`config.mk`:
```
export PLATFORM = sky130hd
export DESIGN_NAME = decimal_text_to_fixed_parser
export DESIGN_NICKNAME = d
export VERILOG_FILES = /design/src/dtf_pkg.sv /design/src/decimal_text_to_fixed_parser.sv /design/src/dtf_ctrl.sv /design/src/dtf_datapath.sv
export SDC_FILE = /design/constraint.sdc
export NUM_CORES = 1
export LEC_CHECK = 0
export ABC_AREA = 1
export BUFFER_PORTS_ARGS = -buffer_cell sky130_fd_sc_hd__buf_2
export CAP_MARGIN = 10
export CORE_ASPECT_RATIO = 0.8
export CORE_UTILIZATION = 60
export CTS_BUF_LIST = sky130_fd_sc_hd__clkbuf_8
export CTS_CLUSTER_DIAMETER = 30
export CTS_CLUSTER_SIZE = 25
export DETAILED_ROUTE_END_ITERATION = 8
export PLACE_DENSITY = 0.86
export SETUP_SLACK_MARGIN = 0.5
export SLEW_MARGIN = 40
export SYNTH_ARGS = -nofsm -noshare
export SYNTH_HDL_FRONTEND = slang
export SYNTH_HIERARCHICAL = 1
export SYNTH_SLANG_ARGS = --single-unit
```
`constraint.sdc`:
```
create_clock -name clk_i -period 11.2 [get_ports clk_i]
set_input_delay 0.56 -clock clk_i [delete_from_list [all_inputs] [get_ports clk_i]]
set_output_delay 0.56 -clock clk_i [all_outputs]
set_load 0.005 [all_outputs]
```
`src/dtf_pkg.sv`:
```
// Shared types and constants of the decimal text to fixed-point parser.
// Holds the character codes, the controller/datapath command and status
// structs, and the power-of-ten table. Depends on nothing.
package dtf_pkg;

  localparam logic [7:0] CharZero  = 8'h30;
  localparam logic [7:0] CharNine  = 8'h39;
  localparam logic [7:0] CharPoint = 8'h2E;
  localparam logic [7:0] CharMinus = 8'h2D;
  localparam logic [7:0] CharPlus  = 8'h2B;
  localparam logic [7:0] CharSpace = 8'h20;
  localparam logic [7:0] CharTab   = 8'h09;
  localparam logic [7:0] CharCr    = 8'h0D;
  localparam logic [7:0] CharLf    = 8'h0A;

  localparam int unsigned IntW      = 31;
  localparam int unsigned FracAccW  = 20;
  localparam int unsigned ValueW    = 48;
  localparam int unsigned CountW    = 8;
  localparam logic [IntW-1:0] IntMax = '1;

  // Commands from the controller to the datapath.
  typedef struct packed {
    logic clear;
    logic set_neg;
    logic add_int;
    logic add_frac;
    logic count;
    logic start_div;
    logic div_step;
    logic load_out;
  } dtf_cmd_t;

  // Character class of the current input beat.
  typedef struct packed {
    logic is_digit;
    logic is_space;
    logic is_minus;
    logic is_plus;
    logic is_point;
  } dtf_status_t;

  // Divisor for the fraction scaling, 10 to the number of fraction digits.
  function automatic logic [FracAccW-1:0] pow10(input logic [2:0] digits);
    logic [FracAccW-1:0] result;
    case (digits)
      3'd0:    result = 20'd1;
      3'd1:    result = 20'd10;
      3'd2:    result = 20'd100;
      3'd3:    result = 20'd1000;
      3'd4:    result = 20'd10000;
      3'd5:    result = 20'd100000;
      default: result = 20'd1000000;
    endcase
    return result;
  endfunction

endpackage

```
`src/decimal_text_to_fixed_parser.sv`:
```
// Top level of the ASCII decimal text to signed fixed-point parser.
// Joins the dtf_ctrl state machine and the dtf_datapath. Depends on dtf_pkg.
//
// The slave channel takes one character per beat: s_axis_tdata holds the
// character and s_axis_tuser marks the first character of a new number. A
// first beat drops any unfinished parse. Leading space, tab, CR and LF are
// skipped, then one optional sign, integer digits and an optional point with
// fraction digits are taken. The first character that fits none of these is
// the terminator; it is accepted but not counted, and it produces one beat on
// the master channel: the signed Q31.16 value (by default) with the count of
// consumed characters in m_axis_tdata, and the integer clamp flag in
// m_axis_tuser. Characters after the terminator are taken and ignored until
// the next first beat.
// Text streams in at one beat per cycle while s_axis_tready is high. After the
// terminator the fraction scaling runs through a restoring divider at one
// quotient bit per cycle: s_axis_tready stays low while it runs and until the
// result moves into the output register, and m_axis_tvalid rises with that
// load, which waits for the output register to be free. If the receiver stalls,
// the result waits in the output register while the next number streams in;
// a second result then waits for that register to empty. Reset leaves the
// block idle, waiting for a first beat, with no result pending.
module decimal_text_to_fixed_parser import dtf_pkg::*; #(
  parameter int unsigned MAX_FRAC_DIGITS = 6,
  parameter int unsigned FRAC_BITS       = 16
) (
  input  logic        clk_i,
  input  logic        rst_ni,
  input  logic        s_axis_tvalid,
  output logic        s_axis_tready,
  input  logic [7:0]  s_axis_tdata,   // [7:0] ch
  input  logic        s_axis_tuser,   // [0] first
  output logic        m_axis_tvalid,
  input  logic        m_axis_tready,
  output logic [55:0] m_axis_tdata,   // [47:0] value_q16, [55:48] consumed
  output logic        m_axis_tuser    // [0] saturated
);

  dtf_cmd_t          cmd;
  dtf_status_t       status;
  logic [ValueW-1:0] value;
  logic [CountW-1:0] consumed;
  logic              saturated;

  dtf_ctrl #(
    .FRAC_BITS(FRAC_BITS)
  ) u_ctrl (
    .clk_i    (clk_i),
    .rst_ni   (rst_ni),
    .s_valid_i(s_axis_tvalid),
    .first_i  (s_axis_tuser),
    .m_ready_i(m_axis_tready),
    .status_i (status),
    .cmd_o    (cmd),
    .s_ready_o(s_axis_tready),
    .m_valid_o(m_axis_tvalid)
  );

  dtf_datapath #(
    .MAX_FRAC_DIGITS(MAX_FRAC_DIGITS),
    .FRAC_BITS      (FRAC_BITS)
  ) u_datapath (
    .clk_i      (clk_i),
    .rst_ni     (rst_ni),
    .ch_i       (s_axis_tdata),
    .cmd_i      (cmd),
    .status_o   (status),
    .value_o    (value),
    .consumed_o (consumed),
    .saturated_o(saturated)
  );

  assign m_axis_tdata = {consumed, value};
  assign m_axis_tuser = saturated;

endmodule

```
`src/dtf_ctrl.sv`:
```
// Parse and sequencing state machine of the decimal text parser.
// Issues dtf_cmd_t commands to dtf_datapath from the character class it
// reports. Depends on dtf_pkg.
module dtf_ctrl import dtf_pkg::*; #(
  parameter int unsigned FRAC_BITS = 16
) (
  input  logic        clk_i,
  input  logic        rst_ni,
  input  logic        s_valid_i,
  input  logic        first_i,
  input  logic        m_ready_i,
  input  dtf_status_t status_i,
  output dtf_cmd_t    cmd_o,
  output logic        s_ready_o,
  output logic        m_valid_o
);

  localparam int unsigned StepW = $clog2(FRAC_BITS);

  typedef enum logic [2:0] {
    ST_DONE,
    ST_LEAD,
    ST_INT,
    ST_FRAC,
    ST_DIV,
    ST_LOAD
  } state_e;

  state_e           state_q, state_d, phase;
  logic [StepW-1:0] step_q, step_d;
  logic             out_valid_q, out_valid_d;
  logic             accept, terminate;
  dtf_cmd_t         cmd;

  assign s_ready_o = (state_q != ST_DIV) && (state_q != ST_LOAD);
  assign accept    = s_valid_i && s_ready_o;
  assign m_valid_o = out_valid_q;
  assign cmd_o     = cmd;

  always_comb begin
    cmd         = '0;
    state_d     = state_q;
    step_d      = step_q;
    out_valid_d = out_valid_q;
    terminate   = 1'b0;
    phase       = state_q;

    if (out_valid_q && m_ready_i) begin
      out_valid_d = 1'b0;
    end

    // A first character drops any unfinished parse and starts over.
    if (accept && first_i) begin
      cmd.clear = 1'b1;
      phase     = ST_LEAD;
    end

    if (accept) begin
      state_d = phase;
      unique case (phase)
        ST_LEAD: begin
          if (status_i.is_space) begin
            cmd.count = 1'b1;
          end else if (status_i.is_minus) begin
            cmd.set_neg = 1'b1;
            cmd.count   = 1'b1;
            state_d     = ST_INT;
          end else if (status_i.is_plus) begin
            cmd.count = 1'b1;
            state_d   = ST_INT;
          end else if (status_i.is_digit) begin
            cmd.add_int = 1'b1;
            cmd.count   = 1'b1;
            state_d     = ST_INT;
          end else if (status_i.is_point) begin
            cmd.count = 1'b1;
            state_d   = ST_FRAC;
          end else begin
            terminate = 1'b1;
          end
        end
        ST_INT: begin
          if (status_i.is_digit) begin
            cmd.add_int = 1'b1;
            cmd.count   = 1'b1;
          end else if (status_i.is_point) begin
            cmd.count = 1'b1;
            state_d   = ST_FRAC;
          end else begin
            terminate = 1'b1;
          end
        end
        ST_FRAC: begin
          if (status_i.is_digit) begin
            cmd.add_frac = 1'b1;
            cmd.count    = 1'b1;
          end else begin
            terminate = 1'b1;
          end
        end
        default: ;
      endcase
    end

    if (terminate) begin
      cmd.start_div = 1'b1;
      step_d        = StepW'(FRAC_BITS - 1);
      state_d       = ST_DIV;
    end

    unique case (state_q)
      ST_DIV: begin
        cmd.div_step = 1'b1;
        if (step_q == '0) begin
          state_d = ST_LOAD;
        end else begin
          step_d = step_q - 1'b1;
        end
      end
      ST_LOAD: begin
        // Wait here while the previous result still sits in the output.
        if (!out_valid_q || m_ready_i) begin
          cmd.load_out = 1'b1;
          out_valid_d  = 1'b1;
          state_d      = ST_DONE;
        end
      end
      default: ;
    endcase
  end

  always_ff @(posedge clk_i or negedge rst_ni) begin
    if (!rst_ni) begin
      state_q     <= ST_DONE;
      step_q      <= '0;
      out_valid_q <= 1'b0;
    end else begin
      state_q     <= state_d;
      step_q      <= step_d;
      out_valid_q <= out_valid_d;
    end
  end

endmodule

```
`src/dtf_datapath.sv`:
```
// Accumulators, fraction divider and output register of the decimal parser.
// Acts on dtf_cmd_t commands and reports the class of each character.
// Depends on dtf_pkg.
module dtf_datapath import dtf_pkg::*; #(
  parameter int unsigned MAX_FRAC_DIGITS = 6,
  parameter int unsigned FRAC_BITS       = 16
) (
  input  logic              clk_i,
  input  logic              rst_ni,
  input  logic [7:0]        ch_i,
  input  dtf_cmd_t          cmd_i,
  output dtf_status_t       status_o,
  output logic [ValueW-1:0] value_o,
  output logic [CountW-1:0] consumed_o,
  output logic              saturated_o
);

  logic                 neg_q, neg_d;
  logic [IntW-1:0]      int_q, int_d;
  logic [FracAccW-1:0]  frac_q, frac_d;
  logic [2:0]           fdig_q, fdig_d;
  logic [CountW-1:0]    cnt_q, cnt_d;
  logic                 clamp_q, clamp_d;

  logic                 base_neg, base_clamp;
  logic [IntW-1:0]      base_int;
  logic [FracAccW-1:0]  base_frac;
  logic [2:0]           base_fdig;
  logic [CountW-1:0]    base_cnt;
  logic [3:0]           digit;
  logic [35:0]          int_wide;

  logic [FracAccW-1:0]  rem_q, divisor_q;
  logic [FRAC_BITS-1:0] quot_q;
  logic [FracAccW:0]    trial;
  logic                 trial_ge;
  logic [ValueW-1:0]    mag;

  logic [ValueW-1:0]    value_q;
  logic [CountW-1:0]    consumed_q;
  logic                 saturated_q;

  assign status_o.is_digit = (ch_i >= CharZero) && (ch_i <= CharNine);
  assign status_o.is_space = (ch_i == CharSpace) || (ch_i == CharTab) ||
                             (ch_i == CharCr) || (ch_i == CharLf);
  assign status_o.is_minus = (ch_i == CharMinus);
  assign status_o.is_plus  = (ch_i == CharPlus);
  assign status_o.is_point = (ch_i == CharPoint);

  assign digit = status_o.is_digit ? 4'(ch_i - CharZero) : 4'd0;

  always_comb begin
    base_neg   = cmd_i.clear ? 1'b0 : neg_q;
    base_int   = cmd_i.clear ? '0 : int_q;
    base_frac  = cmd_i.clear ? '0 : frac_q;
    base_fdig  = cmd_i.clear ? '0 : fdig_q;
    base_cnt   = cmd_i.clear ? '0 : cnt_q;
    base_clamp = cmd_i.clear ? 1'b0 : clamp_q;

    neg_d   = base_neg | cmd_i.set_neg;
    int_d   = base_int;
    frac_d  = base_frac;
    fdig_d  = base_fdig;
    cnt_d   = base_cnt;
    clamp_d = base_clamp;

    int_wide = 36'(base_int) * 36'd10 + 36'(digit);
    if (cmd_i.add_int) begin
      if (int_wide > 36'(IntMax)) begin
        int_d   = IntMax;
        clamp_d = 1'b1;
      end else begin
        int_d = IntW'(int_wide);
      end
    end

    // Digits past the fraction limit are consumed and counted but leave the fraction alone.
    if (cmd_i.add_frac && (base_fdig < 3'(MAX_FRAC_DIGITS))) begin
      frac_d = base_frac * FracAccW'(10) + FracAccW'(digit);
      fdig_d = base_fdig + 3'd1;
    end

    if (cmd_i.count && (base_cnt != '1)) begin
      cnt_d = base_cnt + 1'b1;
    end
  end

  always_ff @(posedge clk_i or negedge rst_ni) begin
    if (!rst_ni) begin
      neg_q   <= 1'b0;
      int_q   <= '0;
      frac_q  <= '0;
      fdig_q  <= '0;
      cnt_q   <= '0;
      clamp_q <= 1'b0;
    end else begin
      neg_q   <= neg_d;
      int_q   <= int_d;
      frac_q  <= frac_d;
      fdig_q  <= fdig_d;
      cnt_q   <= cnt_d;
      clamp_q <= clamp_d;
    end
  end

  // Restoring division of frac * 2^FRAC_BITS by 10^digits, one quotient bit
  // per step. The remainder stays below the divisor, so the quotient fits in
  // FRAC_BITS bits. The divider loads the fraction as seen after a possible
  // clear, so a terminator that also starts a new string divides zero.
  assign trial    = {rem_q, 1'b0};
  assign trial_ge = trial >= {1'b0, divisor_q};

  assign mag = ValueW'({int_q, quot_q});

  always_ff @(posedge clk_i) begin
    if (cmd_i.start_div) begin
      rem_q     <= base_frac;
      divisor_q <= pow10(base_fdig);
      quot_q    <= '0;
    end else if (cmd_i.div_step) begin
      rem_q  <= trial_ge ? FracAccW'(trial - {1'b0, divisor_q}) : FracAccW'(trial);
      quot_q <= {quot_q[FRAC_BITS-2:0], trial_ge};
    end
    if (cmd_i.load_out) begin
      value_q     <= neg_q ? (ValueW'(0) - mag) : mag;
      consumed_q  <= cnt_q;
      saturated_q <= clamp_q;
    end
  end

  assign value_o     = value_q;
  assign consumed_o  = consumed_q;
  assign saturated_o = saturated_q;

endmodule

```
# Word-level counts from Yosys, hierarchy flattened
# Index checks and enable logic that the tools add are counted.
[word_totals]
reg_bits = 185
input_bits = 13
elab_cells = 134
[op_classes]
mul = 2
n_reduce_logical = 15
eq_ne = 20
addsub = 8
mux = 67
n_lt_le_gt_ge = 5
n_bitwise = 1
[ops]
columns = ["op", "count"]
rows = [
  ["case mux 20 bit (6 select lines)", 1],
  ["two-way mux 20 bit", 5],
  ["two-way mux 31 bit", 3],
  ["subtractor 1 x 47 -> 48 bit (first input constant)", 1],
  ["two-way mux 47 bit", 1],
  ["two-way mux 3 bit", 13],
  ["adder 35 x 4 -> 36 bit", 1],
  ["> comparator 36 x 31 -> 1 bit (second input constant)", 1],
  ["multiplier 31 x 3 -> 34 bit (second input constant)", 1],
  ["== test 8 x 6 -> 1 bit (second input constant)", 4],
  ["two-way mux 1 bit", 30],
  ["== test 8 x 4 -> 1 bit (second input constant)", 3],
  ["greater-or-equal comparator 21 x 20 -> 1 bit", 1],
  ["adder 20 x 4 -> 20 bit", 1],
  ["multiplier 20 x 3 -> 19 bit (second input constant)", 1],
  ["two-way mux 4 bit", 5],
  ["subtractor 20 bit", 1],
  ["two-way mux 8 bit", 2],
  ["== test 3 x 2 -> 1 bit (second input constant)", 4],
  ["== test 3 bit (second input constant)", 4],
  ["case mux 3 bit (2 select lines)", 2],
  ["adder 8 x 1 -> 8 bit (second input constant)", 1],
  ["greater-or-equal comparator 8 x 6 -> 1 bit (second input constant)", 1],
  ["less-or-equal comparator 8 x 6 -> 1 bit (second input constant)", 1],
  ["other kinds (16)", 30],
]

# Longest topological paths before layout
# Gate-level depths: netlist of run 1.
[depth]
ltp_word = 15
depth_mapped = 32
ltp_nobuf = 30

# Cells and area by module
# Netlist of run 1, hierarchy kept.
[by_module_without_submodules]
columns = ["mod", "cells_per_inst", "instances", "seq_area_each_um2", "area_each_um2"]
rows = [
  ["dtf_datapath", 1978, 1, 4654.5, 14043.5],
  ["dtf_ctrl", 96, 1, 200.2, 629.4],
]

# Worst setup path after synthesis of run 1
# OpenSTA, ideal clock, no wires.
[synth_timing]
path_kind = "input -> register"
start = "in s_axis_tuser"
end = "reg u_datapath.int_q[11]"
arrival_ns = 4.225
required_ns = 11.079
stages = 28
path_slack_ns = 6.853
path_buffers = 3
path_cell_list = "nand3_2 inv_1 clkbuf_1 clkbuf_1 nor2_1 ha_1 ha_1 fa_1 nand2_1 nor2_1 nand2_1 nand2_1 nand2_1 nor2_1 nand2_1 nor2_2 nand2_2 nor2_4 nand3_2 nor2_2 nand2_1 nand2_1 nand3_2 nor2_4 nand2_2 nand2_4 buf_12 nand2_2"
[synth_rtl]
columns = ["item", "line_no", "rtl"]
rows = [
  ["start, declared", "decimal_text_to_fixed_parser.sv:31", "input logic s_axis_tuser,"],
  ["end signal, assigned", "dtf_datapath.sv:98", "int_q <= int_d;"],
  ["end, declared", "dtf_datapath.sv:19", "logic [IntW-1:0] int_q, int_d;"],
]

==> summary.md, run 1 <==
| Metric | Value |
|---|---|
| Antenna violations before repair | `0` |
| Final Max Slew Viols | `0` |
| R2R Path Start | `u_ctrl/state_q[2]` |
| Sequential area share after synthesis | `around a third` |
| Seq cells post-synth | `179` |
| Critical Path End Type | `flip-flop` |
| Clk_skew | `22.68 ps` |
| Die area | `25090 µm²` |
| Post-synthesis net count | `2206` |
| Total number of yosys warnings | `6` |
| DRC | `0` |
| VDD IR max | `0.1184 mV` |
| TritonCTS clock tree | `done` |
| GRT overflow | `0` |
| Dominant synthesized flop cell | `edfxtp_1` |
| Slowest CP cell | `dfrtp_1` |
| P_int | `around 1.4 mW` |
| Vias per cell | `5.744` |
| Worst hold path type | `in -> async` |
| CP bufs+invs | `6` |
| Switch share | `44.40%` |
| Clock slew at reported path FFs | `100 ps` |
| Cell Area, Synth | `around 15000 µm²` |
| Final core occ | `about 66%` |
| 1st-iter DRT viols | `1856` |
| Sw power | `1.140 mW` |
| Max Fclk | `196.8 MHz` |
| H-Tree Depth | `4` |
| Fin crit share | `45.38%` |
| Tot GR Track Use | `33.00%` |
| Worst path cell trace | `nand2_4, nand3_2, inv_1, buf_4, inv_1, buf_4, nand2_1, inv_1, ha_1, ha_1, inv_1, fa_1, o21ai_0, nand2_1, o211ai_1, a21boi_0, xnor2_1, nand4_1, nor2_1, nand2_1, o21ai_0, nand3_1, nand2_1` |
| Crit path kind | `reg -> reg` |
| Gpl congestion | `just under 1` |
| Min Hold Slack | `~70 ps` |
| FP Rows | `50` |
| CP Launch Point | `u_ctrl/state_q[2]` |
| PD cells | `163.3 nW/µm²` |
| Vias in the first global route | `roughly 13000` |
| Clock network fraction of total power | `between 10% and 20%` |
| Skew-Pair Late Insertion Delay | `490 ps` |
| Total Wirelength | `40.73 mm` |
| Diodes inserted | `0` |
| Drt pass-1 iters | `7` |
| Global-route wire length before repair | `65.18 mm` |
| Combinational power share | `45.5%` |
| Layout Nets | `2263` |
| Part of the power in registers | `36.5%` |
| ANT nets after route | `0` |
| Hold_buf cts | `0` |
| Wire per inst | `around 17 µm` |
| Quantity of gates resized following cts | `0` |
| Setup Buffers After CTS | `0` |
| Slowest stage delay, CP | `480 ps` |
| Required @ worst endpoint | `11610 ps` |
| Layout cell share with drive strength beyond 1 | `10.63%` |
| Distinct cells, synth | `52` |
| RSZ-0062 raised after global routing | `no` |
| Worst path arrival time | `5490 ps` |
| Die Width | `~180 µm` |
| Ys async rst share | `40.22%` |
| Post-layout minimum cycle time | `5082 ps` |
| Post-route setup TNS | `0 ps` |
| Number of synthesized flops with an enable pin | `approximately 90` |
| Delay-heaviest family, CP | `simple AND/OR/NAND/NOR gates` |
| CORE AREA | `23710 µm²` |
| Max_cap viols | `0` |
| PortBufs | `just over 70` |
| Post-DP HPWL | `between 30 and 40 mm` |
| Final setup vio count | `0` |
| Root Buffer | `clkbuf_8` |
| Final hold vios | `0` |
| Leakage | `just over 8 nW` |
| Area Overhead vs Synth | `7.197%` |
| Status | `completed` |
| Largest net degree at the start of global routing | `between 70 and 80` |
| Die Height | `141.9 µm` |
| Avg Inst Size Synth | `7.075 µm²` |
| Inserted Clock Buffers | `17` |
| Clk buf depth | `2` |
| Peak fanout along the critical path | `51` |
| Vias | `approximately 14000` |
| Slew @ Worst Pin | `819.5 ps` |
| Startpoint types | `flip-flop` |
| I/O pin count | `72` |
| Mapped Cells | `2074` |
| Initial Util | `61.88%` |
| Rel. slew slack | `45.03%` |
| Clock sink total | `179` |
==> metrics by stage <==
| stage | instances | setup slack [ps] | instance area [µm²] | total power, mW |
|---|---|---|---|---|
| after global placement | 2424 | 6405 | 15310 | 1.992 |
| final | 2456 | 6118 | 15730 | 2.568 |
| after floorplan | 2074 | 6853 | 14670 | 1.749 |
| after CTS | 2456 | 6239 | 15730 | 2.531 |
| after detailed placement | 2424 | 6174 | 15310 | 2.056 |
| after global routing | 2456 | 5620 | 15730 | 2.724 |
==> worst paths after layout <==
path | slack [ps] | endpoint | cells after the start
hold / removal | 70 | u_ctrl/step_q[1] | 1
min in group clk_i | 380 | u_ctrl/m_valid_o | 4
setup reg to reg | 6120 | u_datapath/frac_q[19] | 23
hold reg to reg | 470 | u_datapath/consumed_o[0] | 0
setup / recovery | 6120 | u_datapath/frac_q[19] | 23
max in group asynchronous | 10650 | u_datapath/int_q[1] | 1
==> power by group through the flow <==
stage | logic [mW] | clock network [mW] | registers, mW
2_1_floorplan | 0.817 | 0 | 0.932
3_3_place_gp | 1.05 | 0 | 0.940
3_5_place_dp | 1.11 | 0 | 0.945
4_1_cts | 1.13 | 0.469 | 0.933
5_1_grt | 1.29 | 0.491 | 0.947
6_report | 1.17 | 0.463 | 0.937
==> layer usage <==
| metal | global-route usage, % | wire length [µm] |
|---|---|---|
| met5 | 0 | 0 |
| met4 | 7.123 | 610 |
| met3 | 7.342 | 4637 |
| met2 | 47.97 | 16850 |
| met1 | 49.66 | 18630 |
==> cell type report <==
cell class | instances | area, µm²
multi-input cells | 1492 | 8294
fillers | 1939 | 7981
flip-flops and latches | 179 | 4855
inverters | 364 | 1366
repair buffers | 77 | 406.6
well taps | 312 | 390.4
clock buffers | 17 | 234.0
clock inverters | 15 | 182.7
==> cell usage after synthesis, drive strengths merged (2+ instances only) <==
cell type / number / share of area, %
inv: 356 / 9.1
xnor2: 13 / 0.78
o31ai: 5 / 0.29
nand3: 119 / 4.4
o22ai: 20 / 0.85
clkbuf: 32 / 0.82
o211ai: 13 / 0.67
nor3: 27 / 0.99
clkinv: 8 / 0.20
nand2: 568 / 15
nand4: 34 / 1.6
o21ai: 115 / 3.9
a21o: 2 / 0.10
edfxtp: 91 / 19
or2: 6 / 0.26
and2: 4 / 0.19
xor2: 82 / 4.9
ha: 114 / 9.7
nand3b: 8 / 0.41
fa: 5 / 0.68
a21boi: 2 / 0.10
nor2: 241 / 6.9
o21bai: 5 / 0.26
dfxtp: 16 / 2.2
nor4: 11 / 0.47
a21oi: 84 / 2.9
a31oi: 7 / 0.30
dfrtp: 72 / 12
buf: 7 / 0.35
==> kinds of logic after synthesis <==
group,synth area share [%]
fa+ha+maj,10.40
simple gates,30.70
buf+inv,10.48
compound gates,9.661
xor+xnor,5.671
flops,33.09
==> worst register-to-register path: stages (launching register included) <==
cell and delay (ps):
dfrtp_1 480, nand2_4 130, nand3_2 120, inv_1 80
buf_4 450, inv_1 130, buf_4 280, nand2_1 200
inv_1 90, ha_1 280, ha_1 190, inv_1 80
fa_1 410, o21ai_0 450, nand2_1 100, o211ai_1 150
a21boi_0 210, xnor2_1 310, nand4_1 150, nor2_1 180
nand2_1 130, o21ai_0 210, nand3_1 110, nand2_1 90
==> layout by cell type, fill, tap and decap left out, drive strengths merged, types with 8 or more instances in the layout <==
master    n
nand2   568
inv     364
nor2    241
nand3   119
o21ai   115
ha      114
edfxtp   91
a21oi    84
xor2     82
buf      77
dfrtp    72
nand4    34
nor3     27
o22ai    20
clkbuf   17
dfxtp    16
o211ai   13
xnor2    13
clkinv   13
nor4     11
nand3b    8
==> state kept, by name, indices dropped and copies added (netlist names), 3 cells and up <==
signal	count
u_ctrl/step_q	4
u_datapath/consumed_o	8
u_datapath/int_q	31
u_datapath/rem_q	20
u_datapath/cnt_q	8
u_datapath/divisor_q	14
u_ctrl/state_q	3
u_datapath/frac_q	20
u_datapath/value_o	48
u_datapath/quot_q	16
u_datapath/fdig_q	3
Note: power is estimated with default switching activity, not from simulation.
==> run 2, diff against run 1 <==
--- a/config.mk
+++ b/config.mk
@@ -5,7 +5,7 @@
 export SDC_FILE = /design/constraint.sdc
 export NUM_CORES = 1
 export LEC_CHECK = 0
-export ABC_AREA = 1
+export ABC_AREA = 0
 export BUFFER_PORTS_ARGS = -buffer_cell sky130_fd_sc_hd__buf_2
 export CAP_MARGIN = 10
 export CORE_ASPECT_RATIO = 0.8
==> constraint.sdc (replaced) <==
create_clock -name clk_i -period 4.7 [get_ports clk_i]
set_input_delay 0.235 -clock clk_i [delete_from_list [all_inputs] [get_ports clk_i]]
set_output_delay 0.235 -clock clk_i [all_outputs]
set_load 0.005 [all_outputs]
==> summary.md, run 2 <==
| Metric | Value |
|---|---|
| Post-Layout Inst Area | `16470 µm² (+4.7%)` |
| Initial Util | `61.78% (-0.11 points)` |
| 1st-iter DRT viols | `1242 (-33%)` |
| Largest net degree at the start of global routing | `73 (unchanged)` |
| Rel. slew slack | `47.33% (+2.3 points)` |
| Post-synthesis net count | `1582 (-28%)` |
| Yosys top cell area share | `20.29% (+1.7 points)` |
| Crit path kind | `reg -> reg` |
| Status | `finished with violations` |
| Post-route setup TNS | `-266.8 ps (-266.8 ps)` |
| Layout Nets | `1742 (-23%)` |
| Drt pass-1 iters | `6 (-1)` |
| FP Rows | `48 (-4.0%)` |
| Wire per inst | `19.88 µm (+20%)` |
| Inserted Clock Buffers | `17 (unchanged)` |
| H-Tree Depth | `4 (unchanged)` |
| Placed Area | `14770 µm² (-3.5%)` |
| Tot GR Track Use | `31.06% (-1.9 points)` |
| I/O pin count | `72 (unchanged)` |
| RSZ-0062 raised after global routing | `yes` |
| Skew-Pair Late Insertion Delay | `480 ps (about the same)` |
| Gpl congestion | `0.9902 (about the same)` |
| Die area | `23050 µm² (-8.1%)` |
| ANT nets after route | `0 (unchanged)` |
| Cell Area, Synth | `13470 µm² (-8.2%)` |
| Post-layout minimum cycle time | `4780 ps (-302.1 ps)` |
| Layout cell share with drive strength beyond 1 | `25.63% (+15 points)` |
| Die Height | `136.0 µm (-4.1%)` |
| PortBufs | `71 (unchanged)` |
| Required @ worst endpoint | `5080 ps (-6530 ps)` |
| Clock slew at reported path FFs | `100 ps (about the same)` |
| Peak fanout along the critical path | `6 (-88%)` |
| Antenna violations before repair | `0 (unchanged)` |
| Most frequent cell after synthesis | `nor2_1` |
| Global-route wire length before repair | `56.49 mm (-13%)` |
| Commonest non-fill, non-tap cells in the layout | `126 x nor2_1, 119 x buf_4, 109 x xnor2_1` |
| TritonCTS clock tree | `done` |
| Failing checks | `setup timing` |
| Diodes inserted | `0 (unchanged)` |
| Startpoint types | `flip-flop` |
| Mapped Cells | `1450 (-30%)` |
| Synth area leaders | `edfxtp_1 20%, dfrtp_1 13%, ha_1 11%` |
| Die Width | `169.5 µm (-4.1%)` |
| Worst hold path type | `in -> reg` |
| Clock sink total | `179 (unchanged)` |
| Total number of yosys warnings | `6 (unchanged)` |
| Vias | `12250 (-13%)` |
| Avg Inst Size Synth | `9.288 µm² (+31%)` |
| Final hold vios | `0 (unchanged)` |
| Final WS setup | `-80.04 ps (-6198 ps)` |
| Post-DP HPWL | `25.51 mm (-19%)` |
| Max reg flops | `48 (unchanged)` |
| CORE AREA | `21800 µm² (-8.1%)` |
| VDD IR max | `0.2073 mV (+75%)` |
| Number of synthesized flops with an enable pin | `91 (unchanged)` |
| Max Fclk | `209.2 MHz (+6.3%)` |
| Worst path arrival time | `5160 ps (-330 ps)` |
| Vias in the first global route | `11380 (-12%)` |
| Clk_skew | `14.32 ps (-8.365 ps)` |
| Area leader, netlist | `edfxtp_1` |
| Root Buffer | `clkbuf_8` |
| GRT overflow | `0 (unchanged)` |
| Final Max Slew Viols | `0 (unchanged)` |
| Final core occ | `75.55% (+9.2 points)` |
| Sequential area share after synthesis | `36.05% (+3.0 points)` |
| Leading cell type in the layout, fill and taps excluded | `nor2_1` |
| Slew @ Worst Pin | `781.8 ps (-37.65 ps)` |
| Seq cells post-synth | `179 (unchanged)` |
| Area Overhead vs Synth | `22.30%` |
| Clk buf depth | `2 (unchanged)` |
| Distinct cells, synth | `94 (+81%)` |
| Min Hold Slack | `67.89 ps (-4.014 ps)` |
| Fin crit share | `101.7% (+56 points)` |
| Ys async rst share | `40.22% (unchanged)` |
| Total Wirelength | `38.23 mm (-6.1%)` |
| Vias per cell | `6.371 (+11%)` |
| Final setup vio count | `12 (+12)` |
| PD cells | `383.7 nW/µm² (+140%)` |
| Leakage | `6.997 nW (-15%)` |
| Tot Pwr | `6.320 mW (+150%)` |
| DRC | `0 (unchanged)` |
| Dominant synthesized flop cell | `edfxtp_1` |
| Synth top cells by count | `132 x nor2_1, 114 x ha_1, 114 x xnor2_1` |
| Critical Path End Type | `flip-flop` |
| Max_cap viols | `0 (unchanged)` |
## run 2: what timing repair did
action	CTS	global route
gates resized for setup	76	93
gates cloned	2	2
endpoints found under the setup margin	39	49
endpoints found under the hold margin	72	0
hold buffers	1	0
pin swaps	27	23
setup buffers	23	19
## run 2: path summary, 6_finish.rpt
kind                                     start                  endpoint  slack, ps  depth (start not counted)
max                          u_ctrl/state_q[1]      u_datapath/int_q[19]        -80                         24
min                              m_axis_tready          u_ctrl/m_valid_o         70                          3
max reg2reg                  u_ctrl/state_q[1]      u_datapath/int_q[19]        -80                         24
min reg2reg                u_datapath/cnt_q[0]  u_datapath/consumed_o[0]        460                          0
max in group asynchronous               rst_ni          u_datapath/neg_q       3830                          2
min in group asynchronous               rst_ni      u_datapath/fdig_q[1]        360                          2
## run 2: through the flow
step	std cells	setup WS [ps]
6_report	1923	-80.04
5_1_grt	1923	-208.4
4_1_cts	1902	250.7
3_5_place_dp	1844	-152.4
3_3_place_gp	1844	-48.82
2_1_floorplan	1450	215.4
## run 2: area by class of cell
type,count,area (µm²)
Multi-Input combinational cell,1143,9110
Fill cell,1388,5330
Sequential cell,179,4856
Timing Repair Buffer,200,1430
Tap cell,300,375.4
Inverter,67,285.3
Clock buffer,17,234.0
Clock inverter,15,157.7
Timing Repair inverter,2,22.52
## run 2: worst max-delay path: stages (launching register included)
cell and delay, ps:
dfrtp_1 430, nor2b_4 150, inv_2 50, and2_4 150, nand2_8 150, clkinv_16 100, nor2b_4 170, ha_1 270
ha_4 320, o211ai_1 100, buf_4 180, a2111oi_4 380, buf_4 200, o311a_4 180, a21oi_4 70, buf_4 180
xnor2_2 190, nand3_2 140, nor4b_4 340, buf_4 170, a21bo_2 150, a21oi_4 70, buf_6 140, clkbuf_16 160
a31oi_1 220
## run 2: kinds of logic after synthesis
group | count (synthesis) | share of synthesized area (%)
simple gates | 488 | 18.81
compound gates | 353 | 17.70
flops | 179 | 36.05
xor+xnor | 144 | 9.365
buf+inv | 128 | 3.790
fa+ha+maj | 119 | 11.33
mux | 39 | 2.954
## run 2: where the power goes
part / internal, mW / switching, mW
registers: 2.08 / 0.211
logic: 1.23 / 1.72
clock network: 0.479 / 0.603
total: 3.79 / 2.53
## run 2: per-layer routing
metal	vias up	track usage [%]	wire [µm]
met4	0	11.66	1423
met1	5910	43.11	16500
met5	-	0	0
met2	618	48.51	17270
met3	138	5.590	3042
li1	5586	-	-
==> run 3, diff against run 2 <==
==> constraint.sdc (replaced) <==
create_clock -name clk_i -period 5.8 [get_ports clk_i]
set_input_delay 0.29 -clock clk_i [delete_from_list [all_inputs] [get_ports clk_i]]
set_output_delay 0.29 -clock clk_i [all_outputs]
set_load 0.005 [all_outputs]
==> summary.md, run 3 (synthesized netlist as in run 2, its figures left out) <==
| Metric | Value |
|---|---|
| Leading cell type in the layout, fill and taps excluded | `nor2_1` |
| Global-route wire length before repair | `53.27 mm (-5.7%)` |
| Area occupied by registers | `4855 µm² (about the same)` |
| Post-DP HPWL | `24.08 mm (-5.6%)` |
| Die Width | `169.5 µm (unchanged)` |
| TritonCTS clock tree | `done` |
| WHS Path Cells | `3 (unchanged)` |
| Leakage | `6.444 nW (-7.9%)` |
| Antenna violations before repair | `0 (unchanged)` |
| Crit path kind | `reg -> reg` |
| Status | `completed` |
| CORE AREA | `21800 µm² (unchanged)` |
| Area Overhead vs Synth | `10.77%` |
| Initial Util | `61.78% (unchanged)` |
| Inserted Clock Buffers | `17 (unchanged)` |
| Grt met2 use | `47.39% (-1.1 points)` |
| Final setup vio count | `0 (-12)` |
| Final hold vios | `0 (unchanged)` |
| Wire per inst | `18.27 µm (-8.1%)` |
| Die Height | `136.0 µm (unchanged)` |
| Largest net degree at the start of global routing | `73 (unchanged)` |
| Met1 usage | `40.59% (-2.5 points)` |
| Fin crit share | `88.31% (-13 points)` |
| 1st-iter DRT viols | `948 (-24%)` |
| Vias in the first global route | `10550 (-7.2%)` |
| Diodes inserted | `0 (unchanged)` |
| DRC | `0 (unchanged)` |
| Met3 GRT Util | `3.610% (-2.0 points)` |
| Critical Path End Type | `flip-flop` |
| Die area | `23050 µm² (unchanged)` |
| Rel. slew slack | `43.86% (-3.5 points)` |
| PortBufs | `71 (unchanged)` |
| Total Wirelength | `33.41 mm (-13%)` |
| Fillcell total | `1662 (+20%)` |
| Root Buffer | `clkbuf_8` |
| Post-route setup TNS | `0 ps (+266.8 ps)` |
| Post-layout minimum cycle time | `5122 ps (+342.0 ps)` |
| Vias | `11390 (-7.0%)` |
| Clock slew at reported path FFs | `90 ps (about the same)` |
| PD cells | `324.6 nW/µm² (-15%)` |
| Vias per cell | `6.227 (-2.3%)` |
| Worst hold path type | `in -> reg` |
| Worst reg2reg path depth | `21 (-13%)` |
| Required @ worst endpoint | `6180 ps (+1100 ps)` |
| ANT nets after route | `0 (unchanged)` |
| Final Max Slew Viols | `0 (unchanged)` |
| Slowest CP cell | `or4b_2` |
| Layout cell share with drive strength beyond 1 | `15.50% (-10 points)` |
| Clk_skew | `18.42 ps (+4.109 ps)` |
| Peak fanout along the critical path | `13 (+7)` |
| Busiest layer in global routing | `met2` |
| GRT overflow | `0 (unchanged)` |
| RSZ-0062 raised after global routing | `yes` |
| Drt pass-1 iters | `7 (+1)` |
| FP Rows | `48 (unchanged)` |
| Worst path cell trace | `nor2b_2, inv_2, and2_1, nand2_2, inv_6, clkinvlp_4, buf_4, buf_4, nand2_1, inv_1, ha_1, ha_1, a21oi_2, or4b_2, nand4_1, nand4b_1, nor4b_4, and2_1, nand3_1, xor2_1, o21ai_0` |
| Area of the multi-input gates | `8378 µm² (-8.0%)` |
| Layout Nets | `1648 (-5.4%)` |
| H-Tree Depth | `4 (unchanged)` |
| Slowest stage delay, CP | `610 ps (+180 ps)` |
| Gpl congestion | `0.9068 (-8.4%)` |
| Min Hold Slack | `125.9 ps (+57.98 ps)` |
| Clk buf depth | `2 (unchanged)` |
| Commonest non-fill, non-tap cells in the layout | `129 x nor2_1, 111 x xnor2_1, 110 x ha_1` |
| Slew @ Worst Pin | `842.1 ps (+60.32 ps)` |
| Skew-Pair Late Insertion Delay | `490 ps (about the same)` |
| Max_cap viols | `0 (unchanged)` |
| I/O pin count | `72 (unchanged)` |
| VDD IR max | `0.3382 mV (+63%)` |
| Worst path arrival time | `5500 ps (+340 ps)` |
| Max Fclk | `195.2 MHz (-6.7%)` |
| Tot GR Track Use | `29.15% (-1.9 points)` |
| Clock sink total | `179 (unchanged)` |
| Max reg flops | `48 (unchanged)` |
| Startpoint types | `flip-flop` |
-- run 3: where the power goes --
group          leakage, nW  internal, mW  switching (mW)
combinational         4.25         0.846            1.26
clock                0.214         0.394           0.483
sequential            1.98          1.69           0.169
-- run 3: cell type report --
type                            count  share of cell area, %
Clock inverter                     14                 0.9394
Sequential cell                   179                  32.54
Inverter                           67                  1.761
Timing Repair Buffer              107                  4.361
Multi-Input combinational cell   1143                  56.16
Tap cell                          300                  2.516
Timing Repair inverter              1                0.05871
Clock buffer                       18                  1.661
-- run 3: layer usage --
layer / wire (µm) / vias to the layer above / share of wire (%)
li1: - / 5407 / -
met1: 15420 / 5444 / 46
met2: 15390 / 481 / 46
met3: 1934 / 57 / 5.8
met4: 669 / 0 / 2.0
met5: 0 / - / 0
-- run 3: critical path: cells and delay by family, from the launching register on --
kind | cells | cell delay, ps
buf+inv | 6 | 950
compound gates | 2 | 300
xor+xnor | 1 | 160
simple gates | 10 | 2540
fa+ha+maj | 2 | 640
flops | 1 | 430
-- run 3: final timing paths --
check / end / slack [ps] / startpoint
setup / recovery: u_datapath/frac_q[17] / 680 / u_ctrl/state_q[2]
hold / removal: u_ctrl/m_valid_o / 130 / m_axis_tready
setup reg to reg: u_datapath/frac_q[17] / 680 / u_ctrl/state_q[2]
hold reg to reg: u_datapath/consumed_o[0] / 480 / u_datapath/cnt_q[0]
max in group asynchronous: u_datapath/frac_q[15] / 4890 / rst_ni
min in group asynchronous: u_ctrl/step_q[0] / 400 / rst_ni
-- run 3: stage by stage --
step	worst slack (ps)	instances	power [mW]	util, %	area (µm²)
6_report	678.0	1829	4.842	68.43	14920
3_3_place_gp	232.7	1787	3.813	64.99	14170
2_1_floorplan	577.5	1450	3.377	-	13470
5_1_grt	440.3	1829	5.120	68.43	14920
3_5_place_dp	144.5	1787	3.901	65.02	14170
4_1_cts	501.7	1821	4.782	67.18	14650
-- run 3: repair_timing --
action | in CTS | in global routing
gates cloned | 0 | 1
endpoints found under the setup margin | 37 | 37
hold buffers | 1 | 0
pin swaps | 1 | 9
resized for setup | 12 | 51
hold endpoints to repair | 72 | 0
setup buffers | 1 | 7
